### src/sv/wsp_pkg.sv
`timescale 1ns / 1ps
// Shared types, constants and helper functions for the WAV stream parser.
// Used by every module of the block; depends on nothing else.
package wsp_pkg;

    localparam int FMT_MAX_BYTES = 256;
    localparam int BC_W          = $clog2(FMT_MAX_BYTES + 1);
    localparam int QUEUE_DEPTH   = 4;
    localparam int QPTR_W        = $clog2(QUEUE_DEPTH);
    localparam int QCNT_W        = $clog2(QUEUE_DEPTH + 1);

    localparam logic [31:0] ID_RIFF = 32'h5249_4646;
    localparam logic [31:0] ID_WAVE = 32'h5741_5645;
    localparam logic [23:0] ID_FMT3 = 24'h46_4D54;
    localparam logic [31:0] ID_DATA = 32'h4441_5441;

    typedef enum logic [2:0] {
        PH_RIFF = 3'd0,
        PH_HDR  = 3'd1,
        PH_FMT  = 3'd2,
        PH_SKIP = 3'd3,
        PH_DATA = 3'd4,
        PH_IDLE = 3'd5
    } phase_t;

    typedef enum logic [1:0] {
        KIND_SAMPLE = 2'd0,
        KIND_FORMAT = 2'd1,
        KIND_ERROR  = 2'd2
    } kind_t;

    typedef struct packed {
        kind_t       kind;
        logic [31:0] raw_sample;
        logic [2:0]  sample_bytes;
        logic [15:0] channels;
        logic [31:0] sample_rate;
        logic [15:0] bits_per_sample;
        logic [31:0] data_bytes;
    } token_t;

    function automatic logic [7:0] upcase(input logic [7:0] b);
        logic [7:0] r;
        r = b;
        if (b >= 8'h61 && b <= 8'h7A) begin
            r = b - 8'h20;
        end
        return r;
    endfunction

endpackage

### src/sv/wsp_front.sv
`timescale 1ns / 1ps
// Front end: accepts file bytes, tracks the RIFF/WAVE parse and assembles raw samples.
// Emits one result token per byte at most. Depends on wsp_pkg.
module wsp_front (
    input  logic                aclk,
    input  logic                aresetn,
    input  logic                cfg_we,
    input  logic [15:0]         cfg_wdata,
    input  logic                byte_valid,
    input  logic [7:0]          byte_data,
    input  logic                byte_sof,
    input  logic                queue_full,
    output logic                byte_ready,
    output logic                tok_push,
    output wsp_pkg::token_t     tok_data
);

    wsp_pkg::phase_t            phase_reg, phase_next;
    logic [wsp_pkg::BC_W-1:0]   bc_reg, bc_next;
    logic [31:0]                cl_reg, cl_next;
    logic [31:0]                id_reg, id_next;
    logic [31:0]                acc_reg, acc_next;
    logic [3:0]                 fbi_reg, fbi_next;
    logic [15:0]                skip_reg, skip_next;
    logic [15:0]                ch_reg, ch_next;
    logic [31:0]                rate_reg, rate_next;
    logic [15:0]                bits_reg, bits_next;
    logic [31:0]                dr_reg, dr_next;
    logic [15:0]                factor_reg, factor_next;

    assign byte_ready = !queue_full;

    always_comb begin
        logic [12:0] bps;
        logic        fmt_ok;
        logic [3:0]  flen;
        logic [16:0] skip_inc;

        phase_next  = phase_reg;
        bc_next     = bc_reg;
        cl_next     = cl_reg;
        id_next     = id_reg;
        acc_next    = acc_reg;
        fbi_next    = fbi_reg;
        skip_next   = skip_reg;
        ch_next     = ch_reg;
        rate_next   = rate_reg;
        bits_next   = bits_reg;
        dr_next     = dr_reg;
        factor_next = factor_reg;
        tok_push    = 1'b0;
        tok_data    = '0;
        bps         = '0;
        fmt_ok      = 1'b0;
        flen        = '0;
        skip_inc    = '0;

        if (cfg_we) begin
            factor_next = (cfg_wdata == 16'd0) ? 16'd1 : cfg_wdata;
        end

        if (byte_valid && byte_ready) begin
            if (byte_sof) begin
                phase_next = wsp_pkg::PH_RIFF;
                bc_next    = '0;
                cl_next    = '0;
                id_next    = '0;
                acc_next   = '0;
                fbi_next   = '0;
                skip_next  = '0;
                ch_next    = '0;
                rate_next  = '0;
                bits_next  = '0;
                dr_next    = '0;
            end

            bps    = bits_next[15:3];
            fmt_ok = (bps >= 13'd1) && (bps <= 13'd4) &&
                     (ch_next == 16'd1 || ch_next == 16'd2);
            flen   = (ch_next == 16'd2) ? {bps[2:0], 1'b0} : {1'b0, bps[2:0]};

            case (phase_next)
                wsp_pkg::PH_RIFF: begin
                    id_next = {id_next[23:0], wsp_pkg::upcase(byte_data)};
                    if ((bc_next == wsp_pkg::BC_W'(3) && id_next != wsp_pkg::ID_RIFF) ||
                        (bc_next == wsp_pkg::BC_W'(11) && id_next != wsp_pkg::ID_WAVE)) begin
                        phase_next    = wsp_pkg::PH_IDLE;
                        tok_push      = 1'b1;
                        tok_data.kind = wsp_pkg::KIND_ERROR;
                    end else if (bc_next == wsp_pkg::BC_W'(11)) begin
                        phase_next = wsp_pkg::PH_HDR;
                        bc_next    = '0;
                    end else begin
                        bc_next = bc_next + 1'b1;
                    end
                end
                wsp_pkg::PH_HDR: begin
                    if (bc_next == '0) begin
                        cl_next = '0;
                    end
                    if (bc_next < wsp_pkg::BC_W'(4)) begin
                        id_next = {id_next[23:0], wsp_pkg::upcase(byte_data)};
                    end else begin
                        cl_next = cl_next | ({24'd0, byte_data} << {bc_next[1:0], 3'b000});
                    end
                    if (bc_next < wsp_pkg::BC_W'(7)) begin
                        bc_next = bc_next + 1'b1;
                    end else begin
                        bc_next = '0;
                        if (id_next[31:8] == wsp_pkg::ID_FMT3) begin
                            if (cl_next > 32'(wsp_pkg::FMT_MAX_BYTES)) begin
                                phase_next    = wsp_pkg::PH_IDLE;
                                tok_push      = 1'b1;
                                tok_data.kind = wsp_pkg::KIND_ERROR;
                            end else begin
                                ch_next    = '0;
                                rate_next  = '0;
                                bits_next  = '0;
                                phase_next = (cl_next == '0) ? wsp_pkg::PH_HDR
                                                             : wsp_pkg::PH_FMT;
                            end
                        end else if (id_next == wsp_pkg::ID_DATA) begin
                            dr_next    = cl_next;
                            fbi_next   = '0;
                            skip_next  = '0;
                            acc_next   = '0;
                            phase_next = (fmt_ok && cl_next != '0) ? wsp_pkg::PH_DATA
                                                                   : wsp_pkg::PH_IDLE;
                            tok_push                 = 1'b1;
                            tok_data.kind            = wsp_pkg::KIND_FORMAT;
                            tok_data.channels        = ch_next;
                            tok_data.sample_rate     = rate_next;
                            tok_data.bits_per_sample = bits_next;
                            tok_data.data_bytes      = cl_next;
                        end else begin
                            phase_next = (cl_next == '0) ? wsp_pkg::PH_HDR
                                                         : wsp_pkg::PH_SKIP;
                        end
                    end
                end
                wsp_pkg::PH_FMT: begin
                    if (bc_next == wsp_pkg::BC_W'(2)) begin
                        ch_next[7:0] = ch_next[7:0] | byte_data;
                    end else if (bc_next == wsp_pkg::BC_W'(3)) begin
                        ch_next[15:8] = ch_next[15:8] | byte_data;
                    end else if (bc_next >= wsp_pkg::BC_W'(4) &&
                                 bc_next <= wsp_pkg::BC_W'(7)) begin
                        rate_next = rate_next |
                                    ({24'd0, byte_data} << {bc_next[1:0], 3'b000});
                    end else if (bc_next == wsp_pkg::BC_W'(14)) begin
                        bits_next[7:0] = bits_next[7:0] | byte_data;
                    end else if (bc_next == wsp_pkg::BC_W'(15)) begin
                        bits_next[15:8] = bits_next[15:8] | byte_data;
                    end
                    bc_next = bc_next + 1'b1;
                    if (32'(bc_next) >= cl_next) begin
                        phase_next = wsp_pkg::PH_HDR;
                        bc_next    = '0;
                    end
                end
                wsp_pkg::PH_SKIP: begin
                    cl_next = cl_next - 32'd1;
                    if (cl_next == '0) begin
                        phase_next = wsp_pkg::PH_HDR;
                        bc_next    = '0;
                    end
                end
                wsp_pkg::PH_DATA: begin
                    if (!fmt_ok) begin
                        phase_next = wsp_pkg::PH_IDLE;
                    end else begin
                        if (13'(fbi_next) < bps) begin
                            acc_next = acc_next |
                                       ({24'd0, byte_data} << {fbi_next[1:0], 3'b000});
                        end
                        fbi_next = fbi_next + 4'd1;
                        dr_next  = dr_next - 32'd1;
                        if (fbi_next >= flen) begin
                            if (skip_next == '0) begin
                                tok_push              = 1'b1;
                                tok_data.kind         = wsp_pkg::KIND_SAMPLE;
                                tok_data.raw_sample   = acc_next;
                                tok_data.sample_bytes = bps[2:0];
                            end
                            skip_inc  = {1'b0, skip_next} + 17'd1;
                            skip_next = (skip_inc >= {1'b0, factor_reg}) ? 16'd0
                                                                         : skip_inc[15:0];
                            fbi_next  = '0;
                            acc_next  = '0;
                        end
                        if (dr_next == '0) begin
                            phase_next = wsp_pkg::PH_IDLE;
                        end
                    end
                end
                default: begin
                end
            endcase
        end
    end

    always_ff @(posedge aclk) begin
        if (!aresetn) begin
            phase_reg  <= wsp_pkg::PH_RIFF;
            bc_reg     <= '0;
            cl_reg     <= '0;
            id_reg     <= '0;
            acc_reg    <= '0;
            fbi_reg    <= '0;
            skip_reg   <= '0;
            ch_reg     <= '0;
            rate_reg   <= '0;
            bits_reg   <= '0;
            dr_reg     <= '0;
            factor_reg <= 16'd1;
        end else begin
            phase_reg  <= phase_next;
            bc_reg     <= bc_next;
            cl_reg     <= cl_next;
            id_reg     <= id_next;
            acc_reg    <= acc_next;
            fbi_reg    <= fbi_next;
            skip_reg   <= skip_next;
            ch_reg     <= ch_next;
            rate_reg   <= rate_next;
            bits_reg   <= bits_next;
            dr_reg     <= dr_next;
            factor_reg <= factor_next;
        end
    end

endmodule

### src/sv/wsp_queue.sv
`timescale 1ns / 1ps
// Short token queue between the parser front end and the output back end.
// Depends on wsp_pkg for the token type and depth.
module wsp_queue (
    input  logic             aclk,
    input  logic             aresetn,
    input  logic             push,
    input  wsp_pkg::token_t  push_data,
    input  logic             pop,
    output logic             full,
    output logic             not_empty,
    output wsp_pkg::token_t  head
);

    wsp_pkg::token_t                entry_reg [wsp_pkg::QUEUE_DEPTH];
    logic [wsp_pkg::QPTR_W-1:0]     wr_ptr_reg, wr_ptr_next;
    logic [wsp_pkg::QPTR_W-1:0]     rd_ptr_reg, rd_ptr_next;
    logic [wsp_pkg::QCNT_W-1:0]     count_reg, count_next;

    assign full      = (count_reg == wsp_pkg::QCNT_W'(wsp_pkg::QUEUE_DEPTH));
    assign not_empty = (count_reg != '0);
    assign head      = entry_reg[rd_ptr_reg];

    always_comb begin
        wr_ptr_next = push ? wr_ptr_reg + 1'b1 : wr_ptr_reg;
        rd_ptr_next = pop ? rd_ptr_reg + 1'b1 : rd_ptr_reg;
        count_next  = count_reg;
        if (push && !pop) begin
            count_next = count_reg + 1'b1;
        end else if (pop && !push) begin
            count_next = count_reg - 1'b1;
        end
    end

    always_ff @(posedge aclk) begin
        if (push) begin
            entry_reg[wr_ptr_reg] <= push_data;
        end
    end

    always_ff @(posedge aclk) begin
        if (!aresetn) begin
            wr_ptr_reg <= '0;
            rd_ptr_reg <= '0;
            count_reg  <= '0;
        end else begin
            wr_ptr_reg <= wr_ptr_next;
            rd_ptr_reg <= rd_ptr_next;
            count_reg  <= count_next;
        end
    end

endmodule

### src/sv/wsp_back.sv
`timescale 1ns / 1ps
// Back end: takes tokens from the queue, sign-extends samples and holds the result beat.
// Depends on wsp_pkg.
module wsp_back (
    input  logic             aclk,
    input  logic             aresetn,
    input  logic             tok_valid,
    input  wsp_pkg::token_t  tok,
    output logic             tok_pop,
    output logic             m_valid,
    input  logic             m_ready,
    output logic [1:0]       m_kind,
    output logic [31:0]      m_sample,
    output logic [15:0]      m_channels,
    output logic [31:0]      m_sample_rate,
    output logic [15:0]      m_bits_per_sample,
    output logic [31:0]      m_data_bytes
);

    logic             valid_reg, valid_next;
    wsp_pkg::kind_t   kind_reg;
    logic [31:0]      sample_reg, sample_next;
    logic [15:0]      ch_reg;
    logic [31:0]      rate_reg;
    logic [15:0]      bits_reg;
    logic [31:0]      len_reg;

    assign tok_pop = tok_valid && (!valid_reg || m_ready);

    always_comb begin
        valid_next = tok_pop ? 1'b1 : (valid_reg && !m_ready);
        case (tok.sample_bytes)
            3'd1:    sample_next = {{24{tok.raw_sample[7]}}, tok.raw_sample[7:0]};
            3'd2:    sample_next = {{16{tok.raw_sample[15]}}, tok.raw_sample[15:0]};
            3'd3:    sample_next = {{8{tok.raw_sample[23]}}, tok.raw_sample[23:0]};
            default: sample_next = tok.raw_sample;
        endcase
        if (tok.kind != wsp_pkg::KIND_SAMPLE) begin
            sample_next = '0;
        end
    end

    always_ff @(posedge aclk) begin
        if (!aresetn) begin
            valid_reg <= 1'b0;
        end else begin
            valid_reg <= valid_next;
        end
    end

    always_ff @(posedge aclk) begin
        if (tok_pop) begin
            kind_reg   <= tok.kind;
            sample_reg <= sample_next;
            ch_reg     <= tok.channels;
            rate_reg   <= tok.sample_rate;
            bits_reg   <= tok.bits_per_sample;
            len_reg    <= tok.data_bytes;
        end
    end

    assign m_valid           = valid_reg;
    assign m_kind            = kind_reg;
    assign m_sample          = sample_reg;
    assign m_channels        = ch_reg;
    assign m_sample_rate     = rate_reg;
    assign m_bits_per_sample = bits_reg;
    assign m_data_bytes      = len_reg;

endmodule

### src/sv/wav_stream_parse_decimate_top.sv
`timescale 1ns / 1ps
// Top level of the byte-serial WAV parser with first-channel frame decimation.
// Instantiates wsp_front, wsp_queue and wsp_back; depends on wsp_pkg.
//
//   Channel   Direction   Handshake           Payload
//   s_        in          s_valid / s_ready   s_data_byte, s_start_of_file
//   m_        out         m_valid / m_ready   m_kind, m_sample, m_channels, m_sample_rate,
//                                             m_bits_per_sample, m_data_bytes
//   cfg_      in          cfg_we              cfg_wdata (decimation factor)
//
// One input beat is taken per cycle unless s_ready is low; the parser updates all of its state
// in that cycle. A result passes through the token queue and then the output register before
// it reaches m_. Reset is synchronous on aresetn and returns the parser to the RIFF header
// with a decimation factor of one. s_ready drops only while the four-entry queue is full.
module wav_stream_parse_decimate_top (
    input  logic         aclk,
    input  logic         aresetn,
    input  logic         cfg_we,
    input  logic [15:0]  cfg_wdata,
    input  logic         s_valid,
    output logic         s_ready,
    input  logic [7:0]   s_data_byte,
    input  logic         s_start_of_file,
    output logic         m_valid,
    input  logic         m_ready,
    output logic [1:0]   m_kind,
    output logic [31:0]  m_sample,
    output logic [15:0]  m_channels,
    output logic [31:0]  m_sample_rate,
    output logic [15:0]  m_bits_per_sample,
    output logic [31:0]  m_data_bytes
);

    logic             q_full;
    logic             q_not_empty;
    logic             q_push;
    logic             q_pop;
    wsp_pkg::token_t  q_in;
    wsp_pkg::token_t  q_head;

    wsp_front u_front (
        .aclk       (aclk),
        .aresetn    (aresetn),
        .cfg_we     (cfg_we),
        .cfg_wdata  (cfg_wdata),
        .byte_valid (s_valid),
        .byte_data  (s_data_byte),
        .byte_sof   (s_start_of_file),
        .queue_full (q_full),
        .byte_ready (s_ready),
        .tok_push   (q_push),
        .tok_data   (q_in)
    );

    wsp_queue u_queue (
        .aclk      (aclk),
        .aresetn   (aresetn),
        .push      (q_push),
        .push_data (q_in),
        .pop       (q_pop),
        .full      (q_full),
        .not_empty (q_not_empty),
        .head      (q_head)
    );

    wsp_back u_back (
        .aclk              (aclk),
        .aresetn           (aresetn),
        .tok_valid         (q_not_empty),
        .tok               (q_head),
        .tok_pop           (q_pop),
        .m_valid           (m_valid),
        .m_ready           (m_ready),
        .m_kind            (m_kind),
        .m_sample          (m_sample),
        .m_channels        (m_channels),
        .m_sample_rate     (m_sample_rate),
        .m_bits_per_sample (m_bits_per_sample),
        .m_data_bytes      (m_data_bytes)
    );

endmodule

### config.mk
export PLATFORM = sky130hd
export DESIGN_NAME = wav_stream_parse_decimate_top
export DESIGN_NICKNAME = d
export VERILOG_FILES = /design/src/sv/wsp_pkg.sv /design/src/sv/wsp_front.sv /design/src/sv/wsp_queue.sv /design/src/sv/wsp_back.sv /design/src/sv/wav_stream_parse_decimate_top.sv
export SDC_FILE = /design/constraint.sdc
export NUM_CORES = 2
export LEC_CHECK = 0
export BUFFER_PORTS_ARGS = -buffer_cell sky130_fd_sc_hd__buf_2
export CAP_MARGIN = 20
export CORE_MARGIN = 1
export CORE_UTILIZATION = 62
export CTS_CLUSTER_DIAMETER = 100
export CTS_CLUSTER_SIZE = 30
export DETAILED_ROUTE_END_ITERATION = 10
export PLACE_DENSITY_LB_ADDON = 0.3
export SYNTH_ARGS = -nofsm -noshare
export SYNTH_HDL_FRONTEND = slang
export SYNTH_SLANG_ARGS = --single-unit
### constraint.sdc
create_clock -name aclk -period 12 [get_ports aclk]
set_input_delay 0.6 -clock aclk [delete_from_list [all_inputs] [get_ports aclk]]
set_output_delay 0.6 -clock aclk [all_outputs]
set_load 0.02 [all_outputs]
# Word-level counts from Yosys, hierarchy flattened
# Memory sizes are Yosys's and may differ from the RTL's. A register that Yosys moved wholly into a read port is not among the register bits.
# Index checks and enable logic that the tools add are counted.
[classes]
n_reduce_logical = 31
n_mux = 140
n_lt_le_gt_ge = 13
n_mul = 0
n_bitwise = 7
n_shift = 2
n_eq_ne = 19
n_addsub = 10
div = 0
[op_table]
columns = ["operator", "n"]
rows = [
  ["two-way mux 32 bit", 35],
  ["two-way mux 96 bit", 4],
  ["two-way mux 16 bit", 22],
  ["case mux 32 bit (2 select lines)", 5],
  ["two-way mux 133 bit", 1],
  ["zero test 32 bit", 3],
  ["OR 32 bit", 3],
  ["case mux 16 bit (2 select lines)", 3],
  ["case mux 32 bit (3 select lines)", 1],
  ["two-way mux 37 bit", 2],
  ["two-way mux 8 bit", 9],
  ["two-way mux 35 bit", 2],
  ["inequality test 32 x 31 -> 1 bit, second input constant", 2],
  ["left shift 8 x 5 -> 32 bit", 2],
  ["subtractor 32 x 1 -> 32 bit, second input constant", 2],
  ["two-way mux 9 bit", 7],
  ["two-way mux 3 bit", 14],
  ["case mux 9 bit (4 select lines)", 1],
  ["equality test 32 x 31 -> 1 bit, second input constant", 1],
  ["greater-or-equal comparator 9 x 32 -> 1 bit", 1],
  ["greater-than comparator 32 x 9 -> 1 bit, second input constant", 1],
  ["zero test 16 bit", 2],
  ["two-way mux 4 bit", 8],
  ["OR 8 bit", 4],
  ["other kinds (39)", 87],
]
[totals]
regBits = 378
latch_bits = 0
mem_bits_rw = 532
n_memories = 1
out_inout_bits = 132
mem_bits_ro = 0
[mem_list]
columns = ["memory", "depth", "width", "rd", "rd_ports_with_merged_regs", "wr", "line_no", "text"]
rows = [
  ["u_queue.entry_reg", 4, 133, 1, 1, 1, "wsp_queue.sv:15", "wsp_pkg::token_t entry_reg [wsp_pkg::QUEUE_DEPTH];"],
]

# Depth between registers and ports, before layout
[depth]
depth_word = 22
ltp_mapped = 27

# Cells and area by module
# From an unflattened synthesis, not the netlist that was laid out.
[unflattened]
hier_cells = 3047
area_unflattened_um2 = 39764.4
[by_module_without_submodules]
columns = ["mod", "n_inst", "cells_each", "seq_area_each_um2", "area_each_um2"]
rows = [
  ["wsp_queue", 1, 738, 16155.5, 19616.3],
  ["wsp_front", 1, 2107, 4804.6, 15785.1],
  ["wsp_back", 1, 202, 3923.8, 4362.9],
]

# Worst setup path before layout
# No wires, ideal clock.
[synth_timing]
kind = "input port to flip-flop"
startpoint = "input port m_ready"
endpoint = "register u_queue.count_reg[2] (netlist bit)"
setup_time_ns = 0.070
t_arrival_ns = 8.462
required_time_ns = 11.930
slack_ns = 3.468
cell_stages = 9
path_cell_list = "inv_1 > a21oi_1 > inv_1 > ha_1 > inv_1 > fa_1 > xor2_1 > or3_1 > a21oi_1"
[synth_via]
elab_chain_len = 5
word_cells_on_any_way = 7
cone_classes = "mux: 1; reduce/logical: 6"
[synth_lines]
columns = ["element", "line_no", "text"]
rows = [
  ["start: declaration", "wav_stream_parse_decimate_top.sv:25", "input logic m_ready,"],
  ["logical OR 1 bit (*)", "wsp_back.sv:28", "assign tok_pop = tok_valid && (!valid_reg || m_ready);"],
  ["logical AND 1 bit (*)", "wsp_back.sv:28", ""],
  ["via q_pop", "wav_stream_parse_decimate_top.sv:37", "logic q_pop;"],
  ["zero test 1 bit", "wsp_queue.sv:28", "if (push && !pop) begin"],
  ["logical AND 1 bit", "wsp_queue.sv:28", ""],
  ["two-way mux 3 bit / nonzero test 2 bit (equally long branches)", "-", ""],
  ["end signal: assignment", "wsp_queue.sv:49", "count_reg <= count_next;"],
  ["end: declaration", "wsp_queue.sv:18", "logic [wsp_pkg::QCNT_W-1:0] count_reg, count_next;"],
]
# The timed path passes the listed nets; every way through them passes the cells marked *.
# A chain may end at the register's enable or synchronous reset.

# Worst setup path after layout
[layout_timing]
startpoint = "register u_front.ch_reg[4]"
endpoint = "memory u_queue.entry_reg[3][11] (netlist bit) (enable)"
[layout_via]
elab_chain_len = 11
word_cells_on_any_way = 14
cone_classes = "order compare: 1; eq/ne: 2; mux: 9; reduce/logical: 2"
[layout_lines]
columns = ["element", "line_no", "text"]
rows = [
  ["start: declaration", "wsp_front.sv:25", "logic [15:0] ch_reg, ch_next;"],
  ["start signal: assignment", "wsp_front.sv:224", "ch_reg <= ch_next;"],
  ["two-way mux 16 bit (*)", "wsp_front.sv:63", "if (byte_sof) begin"],
  ["two-way mux 16 bit (*)", "wsp_front.sv:62", "if (byte_valid && byte_ready) begin"],
  ["equality test 16 x 2 -> 1 bit", "wsp_front.sv:79, wsp_front.sv:80", ""],
  ["two-way mux 4 bit", "wsp_front.sv:80", "flen = (ch_next == 16'd2) ? {bps[2:0], 1'b0} : {1'b0, bps[2:0]};"],
  ["greater-or-equal comparator 4 bit", "wsp_front.sv:178", "if (fbi_next >= flen) begin"],
  ["two-way mux 1 bit", "wsp_front.sv:178", ""],
  ["two-way mux 1 bit (*)", "wsp_front.sv:169", "if (!fmt_ok) begin"],
  ["case mux 1 bit (3 select lines) (*)", "wsp_front.sv:82", "case (phase_next)"],
  ["two-way mux 1 bit (*)", "wsp_front.sv:62", ""],
  ["two-way mux 1 bit (*)", "wsp_queue.sv:36", "if (push) begin"],
  ["two-way mux 1 bit (not written as such) (*)", "wsp_queue.sv:37", "entry_reg[wr_ptr_reg] <= push_data;"],
  ["end: declaration", "wsp_queue.sv:15", ""],
]
# Every way passes the cells marked *; elsewhere a longest branch is shown, timed or not. The select of a mux whose other input is x is not followed.

==> flow_summary.toml <==
[synthesis]
synth_area_per_cell_sq_um = 12.72
synth_common_cells = "edfxtp_1, nor2_1, dfxtp_1"
yosys.area.top_type = "edfxtp_1"
syn_nets = 3256
yosysMostFrequentCell = "edfxtp_1"
netlist.area_leader.share_pct = 49.20
ys_ff_latch = 912
syn_area_sq_mm = 0.04041
ys_types = 101
netlist_instances = 3177
synth_ff_type = "edfxtp_1"
synthTopCellsByArea = "edfxtp_1, dfxtp_1, mux4_2"
ys_seq_area_share_pct = 61.58
synth_edf_count = 662
synth_async_sr_flop_share_pct = 0
yosys_warnings = 0

[detailed_routing]
wl_met3_mm = 9.592
dr_total_vias = 28115
routed_wl_mm = 109.0
dr.pass1.iters = 6
wl_met1_mm = 43.11
dr.max_layer_used = "met4"
ant_nets = 0
vias_per_cell = 6.886
drc = 0
wl_met2_mm = 51.85
wl_per_cell_um = 26.69
drt_iter0_drc = 4027

[power_and_ir_drop]
vdd_drop_max_mv = 0.1174
powerDensity_mw_per_mm2 = 164.6
p_leak_nw = 13.91

[timing]
drv_slew = 0
layout_worst_path_cycle_share_pct = 48.95
fin_skew_ns = 0.02992
setup_viol = 0
worstMarginPinSlew_ns = 1.082
max_freq_mhz = 170.2
period_needed_ns = 5.874
relSlewSlack_pct = 27.86
rsz0062_at_grt = "false"
final.setup.tns_ns = 0
finalHoldViolations = 0

[die]
initial_utilization_pct = 62.68
die_height_um = 257.3
num_rows = 93
die_area_sq_mm = 0.06620
io_pins = 162
core_area_sq_mm = 0.06446
fp.dieW_um = 257.3

[finish]
syn_to_final_growth_pct = 6.720
drive_gt1_share_pct = 14.13
final_nets = 3276
diodes = 0
final_area_sq_mm = 0.04312
largest_register_ffs = 532

[clocking]
clock_latency_ns = 0.62
ctsResizeCount = 0
cts_tree = "done"
hold_buffers = 0
clockBufferDepth = 3
cts_num_sinks = 912
clk_pin_slew_worst_paths_ns = 0.11
cts_setup_buffers = 0
cts-root-buf = "clkbuf_16"
cts_buffers = 40
htree_levels = 2

[setup_path]
crit_type = "flip-flop to flip-flop"
critPathLaunchType = "flip-flop"
crit_fanout = 60
crit_path_end_kind = "flip-flop"
arrival_ns = 6.10
cp_data_required_time_ns = 12.23

[global_route]
grt_pass1_vias = 27055
antenna_found_initial = 1
grt_max_degree = 115
grt-ovfl-total = 0
grt_pass1_wl_mm = 164.9
groute.usage.overall_pct = 32.49

[status]
status = "complete, no violations"

[place]
numPortBuffers = 161
placed_area_sq_mm = 0.04182
dp_hpwl_mm = 70.18
place.gp.congestion = 0.9701

[job]
maxCapViolCount = 0

[worst_hold_path]
hold_class = "input port to flip-flop"
layout by cell type (no fill, tap or decap), types with 14 or more instances in the layout:
cell type / count
clkbuf_16: 40
mux2i_1: 35
a21oi_1: 164
and3_1: 44
a22o_1: 44
o22ai_1: 25
xnor2_1: 26
nand3_1: 49
xor2_1: 21
nand2_1: 190
buf_2: 162
dfxtp_1: 248
or3_1: 14
nand2b_1: 24
a22oi_1: 76
a211oi_1: 20
edfxtp_1: 662
o21ai_0: 131
clkbuf_1: 22
nor3_1: 78
and2_1: 78
nor2_1: 307
inv_1: 53
or4_1: 17
o211ai_1: 18
ha_1: 48
buf_4: 36
nor4_1: 42
nor2b_1: 35
o2bb2ai_1: 66
a31oi_1: 34
nand4_1: 29
a21o_1: 24
mux4_2: 133
worst paths after layout:
check	depth (start not counted)	from	to	slack, ns
worst max-delay path	14	u_front.ch_reg[4]	u_queue.entry_reg[3][11]	6.13
worst min register to register	1	u_front.rate_reg[0]	u_front.rate_reg[0]	0.47
worst min-delay path	3	cfg_wdata[3]	u_front.factor_reg[3]	0.24
worst max register to register	14	u_front.ch_reg[4]	u_queue.entry_reg[3][11]	6.13
through the flow:
stage          setup WS [ns]  power [mW]  hold WS, ns  util (%)  std cells
3_3_place_gp           5.746       5.451       0.4364     64.77       4004
5_1_grt                5.705       7.338       0.2442     66.89       4083
3_5_place_dp           5.678       5.490       0.4404     64.87       4007
4_1_cts                6.175       7.106       0.2276     66.82       4080
6_report               6.126       7.097       0.2443     66.89       4083
2_1_floorplan          3.468       4.970       0.4242         -       3177
layer usage:
| layer | track usage [%] | up-vias |
|---|---|---|
| li1 | - | 12273 |
| met1 | 45.14 | 13941 |
| met2 | 52.22 | 1635 |
| met3 | 4.905 | 266 |
| met4 | 12.07 | 0 |
| met5 | 0 | - |
cell type report:
| type | count | area [sq um] |
|---|---|---|
| multi-input cells | 1982 | 14450 |
| flip-flops and latches | 912 | 24890 |
| fillers | 4507 | 21340 |
| repair buffers | 205 | 1235 |
| clock buffers | 62 | 1084 |
| inverters | 56 | 214.0 |
| well taps | 855 | 1070 |
| clock inverters | 11 | 178.9 |
where the power goes:
part | internal [mW] | switching (mW)
Combinational | 0.516 | 1.07
Clock | 0.671 | 0.993
Sequential | 3.67 | 0.172
Total | 4.86 | 2.24
worst max-delay path: stages (launching register included):
cell and delay [ns]:
dfxtp_1 0.35, nor4_1 0.32, nand4_1 0.24, nor3b_1 0.67, nor2_1 0.12, ha_1 0.30, nand2b_1 0.10, a21o_1 0.11
a21o_1 0.12, a21o_1 0.21, nand3_1 0.17, a31oi_1 0.59, and3_4 0.66, buf_4 0.64, buf_4 0.82
cells by family (layout without fill, tap and decap cells):
logic type	Yosys count	count (layout)	share of synthesized area, %
muxes	175	175	8.475
xor gates and xnor gates	47	47	1.019
adders and majority gates	49	49	1.536
AOI/OAI and AO/OA	733	733	12.33
buffers and inverters	283	334	2.827
DFF	912	912	61.58
and+or+nand+nor	978	978	12.23
No activity file was read; power rests on OpenSTA's default activity.
